<file path="src/rtl/core/dfc_pkg.sv">
package dfc_pkg;

    localparam int TRIM_BITS   = 12;
    localparam int BIT_W       = $clog2(TRIM_BITS);
    localparam int TRIM_CODE_W = 12;
    localparam int FREQ_W      = 32;
    localparam int CNT_W       = 16;
    localparam int SHIFT_W     = 4;
    localparam int MAX_SHIFT   = (1 << SHIFT_W) - 1;
    localparam int SCALED_W    = FREQ_W + MAX_SHIFT;
    localparam int CFG_IDX_W   = 2;
    localparam int CFG_DATA_W  = 32;

    localparam logic [CFG_IDX_W-1:0] CFG_TARGET_FREQ = 2'd0;
    localparam logic [CFG_IDX_W-1:0] CFG_SETTLE      = 2'd1;
    localparam logic [CFG_IDX_W-1:0] CFG_WINDOW      = 2'd2;
    localparam logic [CFG_IDX_W-1:0] CFG_SHIFT       = 2'd3;

    localparam logic [FREQ_W-1:0]  RST_TARGET_FREQ = 32'd8000000;
    localparam logic [CNT_W-1:0]   RST_SETTLE      = 16'd10000;
    localparam logic [CNT_W-1:0]   RST_WINDOW      = 16'd4096;
    localparam logic [SHIFT_W-1:0] RST_SHIFT       = 4'd3;

    localparam logic KIND_START = 1'b0;
    localparam logic KIND_TICK  = 1'b1;

    typedef enum logic [3:0] {
        PH_IDLE   = 4'b0001,
        PH_SETTLE = 4'b0010,
        PH_WAIT   = 4'b0100,
        PH_MEAS   = 4'b1000
    } t_phase;

    typedef struct packed {
        logic kind;
        logic ref_edge;
    } t_req;

    typedef struct packed {
        logic [TRIM_CODE_W-1:0] trim_code;
        logic                   busy_res;
        logic                   done_res;
        logic [FREQ_W-1:0]      scaled_freq;
    } t_rsp;

    typedef struct packed {
        logic [FREQ_W-1:0]  target_freq_hz;
        logic [CNT_W-1:0]   settle_cycles;
        logic [CNT_W-1:0]   window_ref_edges;
        logic [SHIFT_W-1:0] freq_shift;
    } t_cfg;

endpackage

</file>
<file path="src/rtl/core/dfc_cfg_regs.sv">
module dfc_cfg_regs
    import dfc_pkg::*;
(
    input  logic                  i_clk,
    input  logic                  i_rst_n,
    input  logic                  i_cfg_we,
    input  logic [CFG_IDX_W-1:0]  i_cfg_index,
    input  logic [CFG_DATA_W-1:0] i_cfg_wdata,
    output t_cfg                  o_cfg
);

    t_cfg r_cfg;
    t_cfg n_cfg;

    always_comb begin
        n_cfg = r_cfg;
        if (i_cfg_we) begin
            unique case (i_cfg_index)
                CFG_TARGET_FREQ: n_cfg.target_freq_hz   = i_cfg_wdata[FREQ_W-1:0];
                CFG_SETTLE:      n_cfg.settle_cycles    = i_cfg_wdata[CNT_W-1:0];
                CFG_WINDOW:      n_cfg.window_ref_edges = i_cfg_wdata[CNT_W-1:0];
                CFG_SHIFT:       n_cfg.freq_shift       = i_cfg_wdata[SHIFT_W-1:0];
                default:         n_cfg = r_cfg;
            endcase
        end
    end

    always_ff @(posedge i_clk) begin
        if (!i_rst_n) begin
            r_cfg.target_freq_hz   <= RST_TARGET_FREQ;
            r_cfg.settle_cycles    <= RST_SETTLE;
            r_cfg.window_ref_edges <= RST_WINDOW;
            r_cfg.freq_shift       <= RST_SHIFT;
        end else begin
            r_cfg <= n_cfg;
        end
    end

    assign o_cfg = r_cfg;

endmodule

</file>
<file path="src/rtl/core/dfc_sar_engine.sv">
module dfc_sar_engine
    import dfc_pkg::*;
(
    input  logic i_clk,
    input  logic i_rst_n,
    input  logic i_fire,
    input  t_req i_req,
    input  t_cfg i_cfg,
    output t_rsp o_rsp
);

    t_phase               r_phase,        n_phase;
    logic [BIT_W-1:0]     r_bit_index,    n_bit_index;
    logic [TRIM_BITS-1:0] r_trim_value,   n_trim_value;
    logic [CNT_W-1:0]     r_settle_count, n_settle_count;
    logic [CNT_W-1:0]     r_ref_count,    n_ref_count;
    logic [FREQ_W-1:0]    r_tick_count,   n_tick_count;
    logic [FREQ_W-1:0]    r_last_freq,    n_last_freq;
    logic                 done;

    logic [FREQ_W-1:0]                tick_inc;
    logic [CNT_W-1:0]                 ref_inc;
    logic [SCALED_W-1:0]              scaled;
    logic [FREQ_W-1:0]                scaled_sat;
    logic [TRIM_BITS-1:0]             cur_bit;
    logic [TRIM_BITS-1:0]             next_bit;
    logic [TRIM_BITS-1:0]             trim_kept;
    logic [BIT_W-1:0]                 bit_dec;
    logic [TRIM_BITS+TRIM_CODE_W-1:0] trim_pad;

    // measurement datapath
    assign tick_inc   = (r_tick_count == '1) ? r_tick_count : r_tick_count + 1'b1;
    assign ref_inc    = r_ref_count + 1'b1;
    assign scaled     = {{(SCALED_W-FREQ_W){1'b0}}, tick_inc} << i_cfg.freq_shift;
    assign scaled_sat = (|scaled[SCALED_W-1:FREQ_W]) ? '1 : scaled[FREQ_W-1:0];
    assign cur_bit    = {{(TRIM_BITS-1){1'b0}}, 1'b1} << r_bit_index;
    assign bit_dec    = r_bit_index - 1'b1;
    assign next_bit   = {{(TRIM_BITS-1){1'b0}}, 1'b1} << bit_dec;
    assign trim_kept  = (scaled_sat > i_cfg.target_freq_hz) ? (r_trim_value & ~cur_bit)
                                                            : r_trim_value;

    always_comb begin
        n_phase        = r_phase;
        n_bit_index    = r_bit_index;
        n_trim_value   = r_trim_value;
        n_settle_count = r_settle_count;
        n_ref_count    = r_ref_count;
        n_tick_count   = r_tick_count;
        n_last_freq    = r_last_freq;
        done           = 1'b0;
        if (i_req.kind == KIND_START) begin
            if (r_phase == PH_IDLE) begin
                n_bit_index    = BIT_W'(TRIM_BITS - 1);
                n_trim_value   = {1'b1, {(TRIM_BITS-1){1'b0}}};
                n_settle_count = '0;
                n_phase        = PH_SETTLE;
            end
        end else begin
            unique case (r_phase)
                PH_IDLE: ;
                PH_SETTLE: begin
                    if (r_settle_count >= i_cfg.settle_cycles) begin
                        n_phase = PH_WAIT;
                    end else begin
                        n_settle_count = r_settle_count + 1'b1;
                    end
                end
                PH_WAIT: begin
                    if (i_req.ref_edge) begin
                        n_tick_count = '0;
                        n_ref_count  = '0;
                        n_phase      = PH_MEAS;
                    end
                end
                PH_MEAS: begin
                    n_tick_count = tick_inc;
                    if (i_req.ref_edge) begin
                        n_ref_count = ref_inc;
                        if (ref_inc >= i_cfg.window_ref_edges) begin
                            n_last_freq  = scaled_sat;
                            n_trim_value = trim_kept;
                            if (r_bit_index == '0) begin
                                n_phase = PH_IDLE;
                                done    = 1'b1;
                            end else begin
                                n_bit_index    = bit_dec;
                                n_trim_value   = trim_kept | next_bit;
                                n_settle_count = '0;
                                n_phase        = PH_SETTLE;
                            end
                        end
                    end
                end
                default: n_phase = PH_IDLE;
            endcase
        end
    end

    always_ff @(posedge i_clk) begin
        if (!i_rst_n) begin
            r_phase        <= PH_IDLE;
            r_bit_index    <= '0;
            r_trim_value   <= '0;
            r_settle_count <= '0;
            r_ref_count    <= '0;
            r_tick_count   <= '0;
            r_last_freq    <= '0;
        end else if (i_fire) begin
            r_phase        <= n_phase;
            r_bit_index    <= n_bit_index;
            r_trim_value   <= n_trim_value;
            r_settle_count <= n_settle_count;
            r_ref_count    <= n_ref_count;
            r_tick_count   <= n_tick_count;
            r_last_freq    <= n_last_freq;
        end
    end

    assign trim_pad = {{TRIM_CODE_W{1'b0}}, n_trim_value};

    always_comb begin
        o_rsp.trim_code   = trim_pad[TRIM_CODE_W-1:0];
        o_rsp.busy_res    = (n_phase != PH_IDLE);
        o_rsp.done_res    = done;
        o_rsp.scaled_freq = n_last_freq;
    end

endmodule

</file>
<file path="src/rtl/core/dco_frequency_calibrator.sv">
// an accepted request is held in the request register, and its response then in the response register
// throughput: one request per cycle while the response is not stalled, each request yields exactly one response
// the input stalls only while both registers are full and the response is stalled
// reset (i_rst_n low, synchronous) empties both registers, idles the calibration
// state and restores all configuration registers to their defaults
module dco_frequency_calibrator
    import dfc_pkg::*;
(
    input  logic                  i_clk,
    input  logic                  i_rst_n,
    input  logic                  i_req_valid,
    input  t_req                  i_req,
    output logic                  o_req_stall,
    output logic                  o_rsp_valid,
    output t_rsp                  o_rsp,
    input  logic                  i_rsp_stall,
    input  logic                  i_cfg_we,
    input  logic [CFG_IDX_W-1:0]  i_cfg_index,
    input  logic [CFG_DATA_W-1:0] i_cfg_wdata
);

    t_cfg cfg;
    t_rsp step_rsp;

    logic r_req_valid;
    t_req r_req;
    logic r_rsp_valid;
    t_rsp r_rsp;
    logic advance;
    logic fire;

    assign advance     = !r_rsp_valid || !i_rsp_stall;
    assign fire        = r_req_valid && advance;
    assign o_req_stall = r_req_valid && !advance;

    dfc_cfg_regs u_cfg (
        .i_clk       (i_clk),
        .i_rst_n     (i_rst_n),
        .i_cfg_we    (i_cfg_we),
        .i_cfg_index (i_cfg_index),
        .i_cfg_wdata (i_cfg_wdata),
        .o_cfg       (cfg)
    );

    dfc_sar_engine u_engine (
        .i_clk   (i_clk),
        .i_rst_n (i_rst_n),
        .i_fire  (fire),
        .i_req   (r_req),
        .i_cfg   (cfg),
        .o_rsp   (step_rsp)
    );

    always_ff @(posedge i_clk) begin
        if (!i_rst_n) begin
            r_req_valid <= 1'b0;
        end else if (!o_req_stall) begin
            r_req_valid <= i_req_valid;
        end
    end

    always_ff @(posedge i_clk) begin
        if (!o_req_stall) begin
            r_req <= i_req;
        end
    end

    always_ff @(posedge i_clk) begin
        if (!i_rst_n) begin
            r_rsp_valid <= 1'b0;
        end else if (advance) begin
            r_rsp_valid <= r_req_valid;
        end
    end

    always_ff @(posedge i_clk) begin
        if (fire) begin
            r_rsp <= step_rsp;
        end
    end

    assign o_rsp_valid = r_rsp_valid;
    assign o_rsp       = r_rsp;

endmodule
</file>
<file path="config.mk">
export PLATFORM = sky130hd
export DESIGN_NAME = dco_frequency_calibrator
export DESIGN_NICKNAME = d
export VERILOG_FILES = /design/src/rtl/core/dfc_pkg.sv /design/src/rtl/core/dfc_cfg_regs.sv /design/src/rtl/core/dfc_sar_engine.sv /design/src/rtl/core/dco_frequency_calibrator.sv
export SDC_FILE = /design/constraint.sdc
export NUM_CORES = 1
export LEC_CHECK = 0
export BUFFER_PORTS_ARGS = -buffer_cell sky130_fd_sc_hd__buf_2
export CELL_PAD_IN_SITES_DETAIL_PLACEMENT = 2
export CELL_PAD_IN_SITES_GLOBAL_PLACEMENT = 2
export CORE_MARGIN = 2
export CORE_UTILIZATION = 35
export CTS_CLUSTER_DIAMETER = 200
export DETAILED_ROUTE_END_ITERATION = 12
export PLACE_DENSITY = 0.78
export SLEW_MARGIN = 20
export SYNTH_ARGS = -nofsm -noshare
export SYNTH_HDL_FRONTEND = slang
export SYNTH_SLANG_ARGS = --single-unit
</file>
<file path="constraint.sdc">
create_clock -name i_clk -period 7.67 [get_ports i_clk]
set_input_delay 0.767 -clock i_clk [delete_from_list [all_inputs] [get_ports i_clk]]
set_output_delay 0.767 -clock i_clk [all_outputs]
set_load 0.02 [all_outputs]
</file>
==> results of run 1 <==
area by class of cell:
type | instances | area [µm²]
fill | 4825 | 25200
multi-input combinational | 1434 | 8810
sequential | 234 | 5170
clock buffer | 39 | 803
timing repair buffer | 124 | 711
tap | 539 | 674
inverter | 87 | 329
clock inverter | 14 | 121
through the flow:
stage	cells	instance area [µm²]	util
3_5_place_dp	2418	15700	0.375
5_1_grt	2471	16600	0.397
2_1_floorplan	1895	14800	-
3_3_place_gp	2418	15700	0.375
6_report	2471	16600	0.397
4_1_cts	2471	16600	0.397
how the worst max path moves through the flow:
stage               depth (start not counted)             endpoint                                    from
floorplan                                  24  o_rsp[42]$_DFFE_PP_   u_engine.r_tick_count[5]$_SDFFE_PN0P_
global placement                           22  o_rsp[39]$_DFFE_PP_   u_engine.r_tick_count[3]$_SDFFE_PN0P_
detailed placement                         22  o_rsp[39]$_DFFE_PP_  u_engine.r_tick_count[11]$_SDFFE_PN0P_
CTS                                        21  o_rsp[39]$_DFFE_PP_   u_engine.r_tick_count[3]$_SDFFE_PN0P_
global route                               20  o_rsp[36]$_DFFE_PP_   u_engine.r_tick_count[3]$_SDFFE_PN0P_
finish                                     20  o_rsp[36]$_DFFE_PP_   u_engine.r_tick_count[3]$_SDFFE_PN0P_
cells in the mapped netlist, drive strengths merged (15+ instances only):
cell    count  share of area
a211oi     18         0.0091
a21o       28          0.014
a21oi     193          0.065
a22oi      16         0.0081
a31oi      55          0.023
and3       29          0.012
buf        34          0.012
clkbuf    106          0.027
dfxtp     186           0.25
edfxtp     48          0.097
ha         73          0.062
inv        83          0.021
mux2       17          0.013
mux2i      30          0.020
nand2     260          0.066
nand3      47          0.016
nand4      31          0.015
nor2      166          0.042
nor3       60          0.021
nor4       17         0.0092
o211ai     22          0.011
o21ai     120          0.041
xnor2      15         0.0094
xor2       20          0.012
logic make-up (layout without fill, tap and decap cells):
kind of cell / Yosys count / in the layout / share of synthesized area
AND/OR/NAND/NOR: 697 / 697 / 0.223
multiplexers: 50 / 50 / 0.0377
adder cells (fa/ha/maj): 73 / 73 / 0.0616
AO/OA/AOI/OAI: 579 / 579 / 0.248
buffers and inverters: 227 / 264 / 0.0606
XOR/XNOR: 35 / 35 / 0.0212
flip-flops: 234 / 234 / 0.348
power groups by stage:
stage                     clock network, W  registers (W)  logic [W]
after floorplan                          0        0.00133   0.000161
after global placement                   0        0.00132   0.000258
after detailed placement                 0        0.00132   0.000269
after CTS                          0.00140        0.00130   0.000273
after global routing               0.00146        0.00130   0.000299
final                              0.00138        0.00130   0.000274
metal layers:
metal	routed length, µm	share of wire
met5	13	0.00023
met4	1800	0.031
met3	2430	0.042
met2	27700	0.48
met1	25500	0.44
registers in the layout, indices dropped and copies added (netlist names):
register	flops
u_cfg.o_cfg	68
o_rsp	46
u_engine.r_last_freq	32
u_engine.r_tick_count	32
u_engine.r_ref_count	16
u_engine.r_settle_count	16
u_engine.r_trim_value	12
u_engine.r_bit_index	4
u_engine.r_phase	4
r_req	2
o_rsp_valid	1
r_req_valid	1
what timing repair did:
action                     CTS  global route
hold endpoints to repair     0             0
gates resized for setup      0             1
setup endpoints to repair    0             1
cells in the final DEF (no fill, tap or decap), types with 17 or more instances in the layout:
master | synthesis | routed
edfxtp_1 | 48 | 48
a21o_1 | 28 | 28
nor2_1 | 166 | 163
nand4_1 | 26 | 26
a211oi_1 | 18 | 18
buf_2 | 19 | 88
xor2_1 | 20 | 20
nand3_1 | 47 | 47
and3_1 | 29 | 29
dfxtp_1 | 186 | 185
nor3_1 | 59 | 59
o211ai_1 | 22 | 22
nand2_1 | 260 | 260
inv_1 | 83 | 81
o21ai_0 | 117 | 117
ha_1 | 73 | 73
mux2_2 | 17 | 17
clkbuf_16 | 0 | 29
a21oi_1 | 192 | 192
mux2i_1 | 30 | 30
a31oi_1 | 55 | 55
buf_4 | 6 | 36
==> impl_metrics.json, run 1 <==
{
  "p_sw_frac": 0.268,
  "ys_types": 87,
  "fin_worst_hold_slack_ns": 0.369,
  "io_pins": 89,
  "worstHoldPathCells": 1,
  "drtIter0Drc": 880,
  "arrival_ns": 7.36,
  "start_kind": "register",
  "period_minus_slack_ns": 7.02,
  "finalClockSkew_ns": 0.00957,
  "grt_pass1_wl_um": 90400,
  "cp.buffers_inverters": 0,
  "dominantRegCellSynth": "dfxtp_1",
  "cp_max_fo": 13,
  "hp-start": "i_req[0]",
  "cts_tree": "done",
  "status": "complete, no violations",
  "grt.total_usage": 0.257,
  "p_int_w": 0.00216,
  "worstHoldPathType": "in2reg",
  "use_met3": 0.0362,
  "r2r_start": "u_engine.r_tick_count[3]$_SDFFE_PN0P_",
  "final_layout_size_suffix_gt1_frac": 0.114,
  "htree_levels": 1,
  "max-slew-margin-rel": 0.313,
  "num_rows": 75,
  "syn_area_um2": 14800,
  "crit_type": "reg2reg",
  "power_w": 0.00295,
  "dpl_worst_slack_ns": 0.716,
  "ir_drop_v": 0.000166,
  "drc": 0,
  "vias": 14721,
  "die_w_um": 210,
  "end_kind": "register",
  "firstDrtPassIters": 5,
  "fp.dieArea_um2": 44100,
  "grt_max_degree": 84,
  "clk_path_buf_depth": 3,
  "power_frac_comb": 0.093,
  "period_share": 0.916,
  "die_h_um": 210,
  "cts_setup_buffers": 0,
  "routedWlPerCell_um": 23.3,
  "ff2ff_path_depth": 20,
  "io_buffers": 88,
  "worstReg2RegEnd": "o_rsp[36]$_DFFE_PP_",
  "p_sw_w": 0.000790,
  "area_delta_synth_final_pct": 12.0,
  "cts-root-buf": "clkbuf_16",
  "postCtsHoldBufs": 0,
  "seqPwrFrac": 0.440,
  "grt-ovfl-total": 0,
  "path_cells": "nand4_2 -> nor4_4 -> a311oi_1 -> xnor2_1 -> mux2i_1 -> a221oi_1 -> o2bb2ai_1 -> o41ai_4 -> nand2_1 -> ha_1 -> a21o_1 -> a21o_1 -> a21oi_1 -> nor2b_1 -> o211ai_1 -> a2111oi_0 -> o21ai_0 -> a21oi_1 -> o2111ai_1 -> a21o_1",
  "clk_pin_slew_worst_paths_ns": 0.06,
  "cts_sinks": 234,
  "core_area_um2": 41900,
  "initial_core_util": 0.354,
  "synthArstFlopShare": 0,
  "setup_viol": 0,
  "crit_slowest_cell": "nor4_4",
  "vias_per_cell": 5.96,
  "diodes": 0,
  "nets": 2024,
  "cp_slowest_stage_delay_ns": 0.73,
  "min_to": "r_req[0]$_DFFE_PN_",
  "rsz0062_at_grt": "false",
  "numCtsBuffers": 29,
  "crit_path_frequent_cell": "a21o_1",
  "path_delay_family": "compound AO/OA/AOI/OAI gates",
  "antenna_found_initial": 1,
  "final_antenna_net_count": 0,
  "reg2reg_setup_slack_ns": 0.65,
  "fin_setup_tns_ns": 0,
  "grtUsageMet2": 0.442,
  "syn-num-nets": 2009,
  "ys_warn_count": 0,
  "grt_pass1_vias": 15635,
  "p_leak_nw": 6.57,
  "drt_wl_total_um": 57500,
  "grt_use_met1": 0.331,
  "setup_ws_ns": 0.645,
  "clkPwrFrac": 0.467,
  "syn_area_per_cell_um2": 7.83,
  "busiest_layer": "met2",
  "p_per_area_nw_per_um2": 177,
  "dp_hpwl_um": 40500,
  "synth-edff-count": 48,
  "required_ns": 8.01,
  "synth-seq-area-share": 0.348,
  "worstSkewPairLatency_ns": 0.59,
  "place_congestion": 0.895,
  "finalHoldViolations": 0,
  "worstMarginPinSlew_ns": 1.02,
  "max-cap-violations": 0,
  "syn_inst": 1895,
  "fmax_ghz": 0.142,
  "ys_seq_elements": 234,
  "drv_slew": 0
}
Power figures use the tool's default switching activity.
==> run 2: changes to the inputs <==
--- a/config.mk
+++ b/config.mk
@@ -5,14 +5,15 @@
 export SDC_FILE = /design/constraint.sdc
 export NUM_CORES = 1
 export LEC_CHECK = 0
-export BUFFER_PORTS_ARGS = -buffer_cell sky130_fd_sc_hd__buf_2
 export CELL_PAD_IN_SITES_DETAIL_PLACEMENT = 2
 export CELL_PAD_IN_SITES_GLOBAL_PLACEMENT = 2
 export CORE_MARGIN = 2
 export CORE_UTILIZATION = 35
 export CTS_CLUSTER_DIAMETER = 200
 export DETAILED_ROUTE_END_ITERATION = 12
-export PLACE_DENSITY = 0.78
+export DONT_BUFFER_PORTS = 1
+export MAX_ROUTING_LAYER = met4
+export PLACE_DENSITY = 0.73
 export SLEW_MARGIN = 20
 export SYNTH_ARGS = -nofsm -noshare
 export SYNTH_HDL_FRONTEND = slang
==> run 2 against run 1 <==
  * Critical path depth is 1 higher
  * Cell count is 3.8% lower
  * Sequential share of layout area is 0.82 points higher
  * Final area is 2.6% lower
  * Clock skew is 0.018 ns higher
  * Largest power group unchanged
==> impl_metrics.json, run 2 (synthesized netlist as in run 1, its figures left out) <==
{
  "die_w_um": 210,
  "worstMarginPinSlew_ns": 1.16,
  "worstSetupStartpoint": "u_engine.r_tick_count[3]$_SDFFE_PN0P_",
  "nets": 1930,
  "grt_max_degree": 87,
  "htree_levels": 1,
  "ir_drop_v": 0.000187,
  "largest_register_ffs": 68,
  "wl_met1_um": 24900,
  "vias_per_cell": 6.01,
  "route.met3.wl_um": 2000,
  "rsz0062_at_grt": "false",
  "p_leak_nw": 6.21,
  "grt.total_usage": 0.251,
  "core_area_um2": 41900,
  "nFillCells": 4792,
  "arrival_ns": 7.43,
  "worstSkewPairLatency_ns": 0.59,
  "multi_input_area_um2": 8800,
  "drt_wl_total_um": 54400,
  "crit_type": "reg2reg",
  "cp_max_fo": 66,
  "dp_cells": 2324,
  "met2_length_um": 26600,
  "fmax_ghz": 0.141,
  "start_kind": "register",
  "setup_viol": 0,
  "final_cell_mix": "260 x nand2_1, 192 x a21oi_1, 185 x dfxtp_1",
  "worstHoldPathType": "in2reg",
  "status": "complete, no violations",
  "worstSetupEndpoint": "o_rsp[36]$_DFFE_PP_",
  "cts_sinks": 234,
  "firstDrtPassIters": 5,
  "end_kind": "register",
  "cts_resized": 0,
  "final_cells": 2378,
  "cts_setup_buffers": 0,
  "numCtsBuffers": 29,
  "ff2ff_path_depth": 21,
  "dp_hpwl_um": 38900,
  "drc": 0,
  "antenna_found_initial": 0,
  "drv_slew": 0,
  "area_delta_synth_final_pct": 9.10,
  "vias": 14288,
  "num_rows": 75,
  "initial_core_util": 0.354,
  "grt_pass1_wl_um": 85900,
  "clk_pin_slew_worst_paths_ns": 0.06,
  "drtIter0Drc": 849,
  "finalClockSkew_ns": 0.0275,
  "seqCellArea_um2": 5170,
  "place_congestion": 0.853,
  "cts_tree": "done",
  "reg2reg_setup_slack_ns": 0.59,
  "postCtsHoldBufs": 0,
  "worstReg2RegEnd": "o_rsp[36]$_DFFE_PP_",
  "required_ns": 8.02,
  "final_layout_size_suffix_gt1_frac": 0.0701,
  "final_antenna_net_count": 0,
  "grt_pass1_vias": 14971,
  "fin_setup_tns_ns": 0,
  "diodes": 0,
  "io_buffers": 0,
  "cts-root-buf": "clkbuf_16",
  "grt-ovfl-total": 0,
  "power_w": 0.00294,
  "period_share": 0.923,
  "max-cap-violations": 0,
  "finalHoldViolations": 0,
  "max-slew-margin-rel": 0.215,
  "period_minus_slack_ns": 7.08,
  "topRoutingLayerUsed": "met4",
  "p_per_area_nw_per_um2": 182,
  "r2r_start": "u_engine.r_tick_count[3]$_SDFFE_PN0P_",
  "final_common_cell": "nand2_1",
  "clk_path_buf_depth": 3,
  "die_h_um": 210,
  "fp.dieArea_um2": 44100,
  "routedWlPerCell_um": 22.9,
  "io_pins": 89
}
[run 2: cell types whose count changed in the layout (fill, tap and decap cells not counted), sizes merged]
cell / previous run / this run
clkbuf: 39 / 40
buf: 124 / 30
inv: 84 / 86
clkinvlp: 0 / 4
clkinv: 15 / 9
[run 2: final cells by class]
| type | count | area share |
|---|---|---|
| multi-input cells | 1434 | 0.544 |
| flip-flops and latches | 234 | 0.319 |
| clock buffers | 40 | 0.0511 |
| well taps | 539 | 0.0417 |
| inverters | 87 | 0.0203 |
| repair buffers | 30 | 0.0147 |
| clock inverters | 14 | 0.00912 |
[run 2: critical path, cell delays in order, from the launching register on]
cell	delay [ns]
dfxtp_1	0.60
and4_1	0.51
nand4_2	0.28
nor4_1	0.63
and4b_1	0.40
o311ai_0	0.17
a211oi_1	0.51
o2bb2ai_1	0.25
o41ai_4	0.30
buf_12	0.32
nand2_1	0.09
ha_1	0.32
a21o_1	0.13
a21o_1	0.11
a21oi_1	0.06
nor2b_1	0.11
o211ai_1	0.08
a2111oi_0	0.51
o21ai_0	0.27
a21oi_1	0.63
o2111ai_1	0.28
a21o_1	0.24
[run 2: worst min path at each step]
| stage | endpoint | cells past startpoint | slack, ns | startpoint |
|---|---|---|---|---|
| floorplan | u_cfg.o_cfg[10]$_SDFFE_PN0P_ | 2 | 0.44 | u_cfg.o_cfg[10]$_SDFFE_PN0P_ |
| global placement | u_cfg.o_cfg[66]$_SDFFE_PN0P_ | 2 | 0.44 | u_cfg.o_cfg[66]$_SDFFE_PN0P_ |
| CTS | r_req[0]$_DFFE_PN_ | 0 | 0.24 | i_req[0] |
| detailed placement | u_cfg.o_cfg[49]$_SDFFE_PN0P_ | 2 | 0.45 | u_cfg.o_cfg[49]$_SDFFE_PN0P_ |
| finish | r_req[0]$_DFFE_PN_ | 0 | 0.27 | i_req[0] |
| global route | r_req[1]$_DFFE_PN_ | 0 | 0.25 | i_req[1] |
[run 2: power breakdown]
part | internal, W | leakage [nW] | switching, W | total [W]
logic | 0.0000698 | 3.76 | 0.000153 | 0.000222
registers | 0.00128 | 1.98 | 0.0000276 | 0.00131
clock network | 0.000824 | 0.471 | 0.000587 | 0.00141
[run 2: routing by layer]
metal,track usage,vias to the layer above
li1,-,6743
met1,0.321,7231
met2,0.429,251
met3,0.0281,63
met4,0.0523,0
met5,-,-
[run 2: stage by stage]
stage / setup slack (ns) / area [µm²] / hold WS, ns / util
2_1_floorplan: 1.89 / 14800 / 0.436 / -
3_3_place_gp: 0.922 / 15200 / 0.444 / 0.363
3_5_place_dp: 0.716 / 15200 / 0.449 / 0.363
4_1_cts: 0.691 / 16200 / 0.237 / 0.387
5_1_grt: 0.0327 / 16200 / 0.246 / 0.387
6_report: 0.591 / 16200 / 0.269 / 0.387
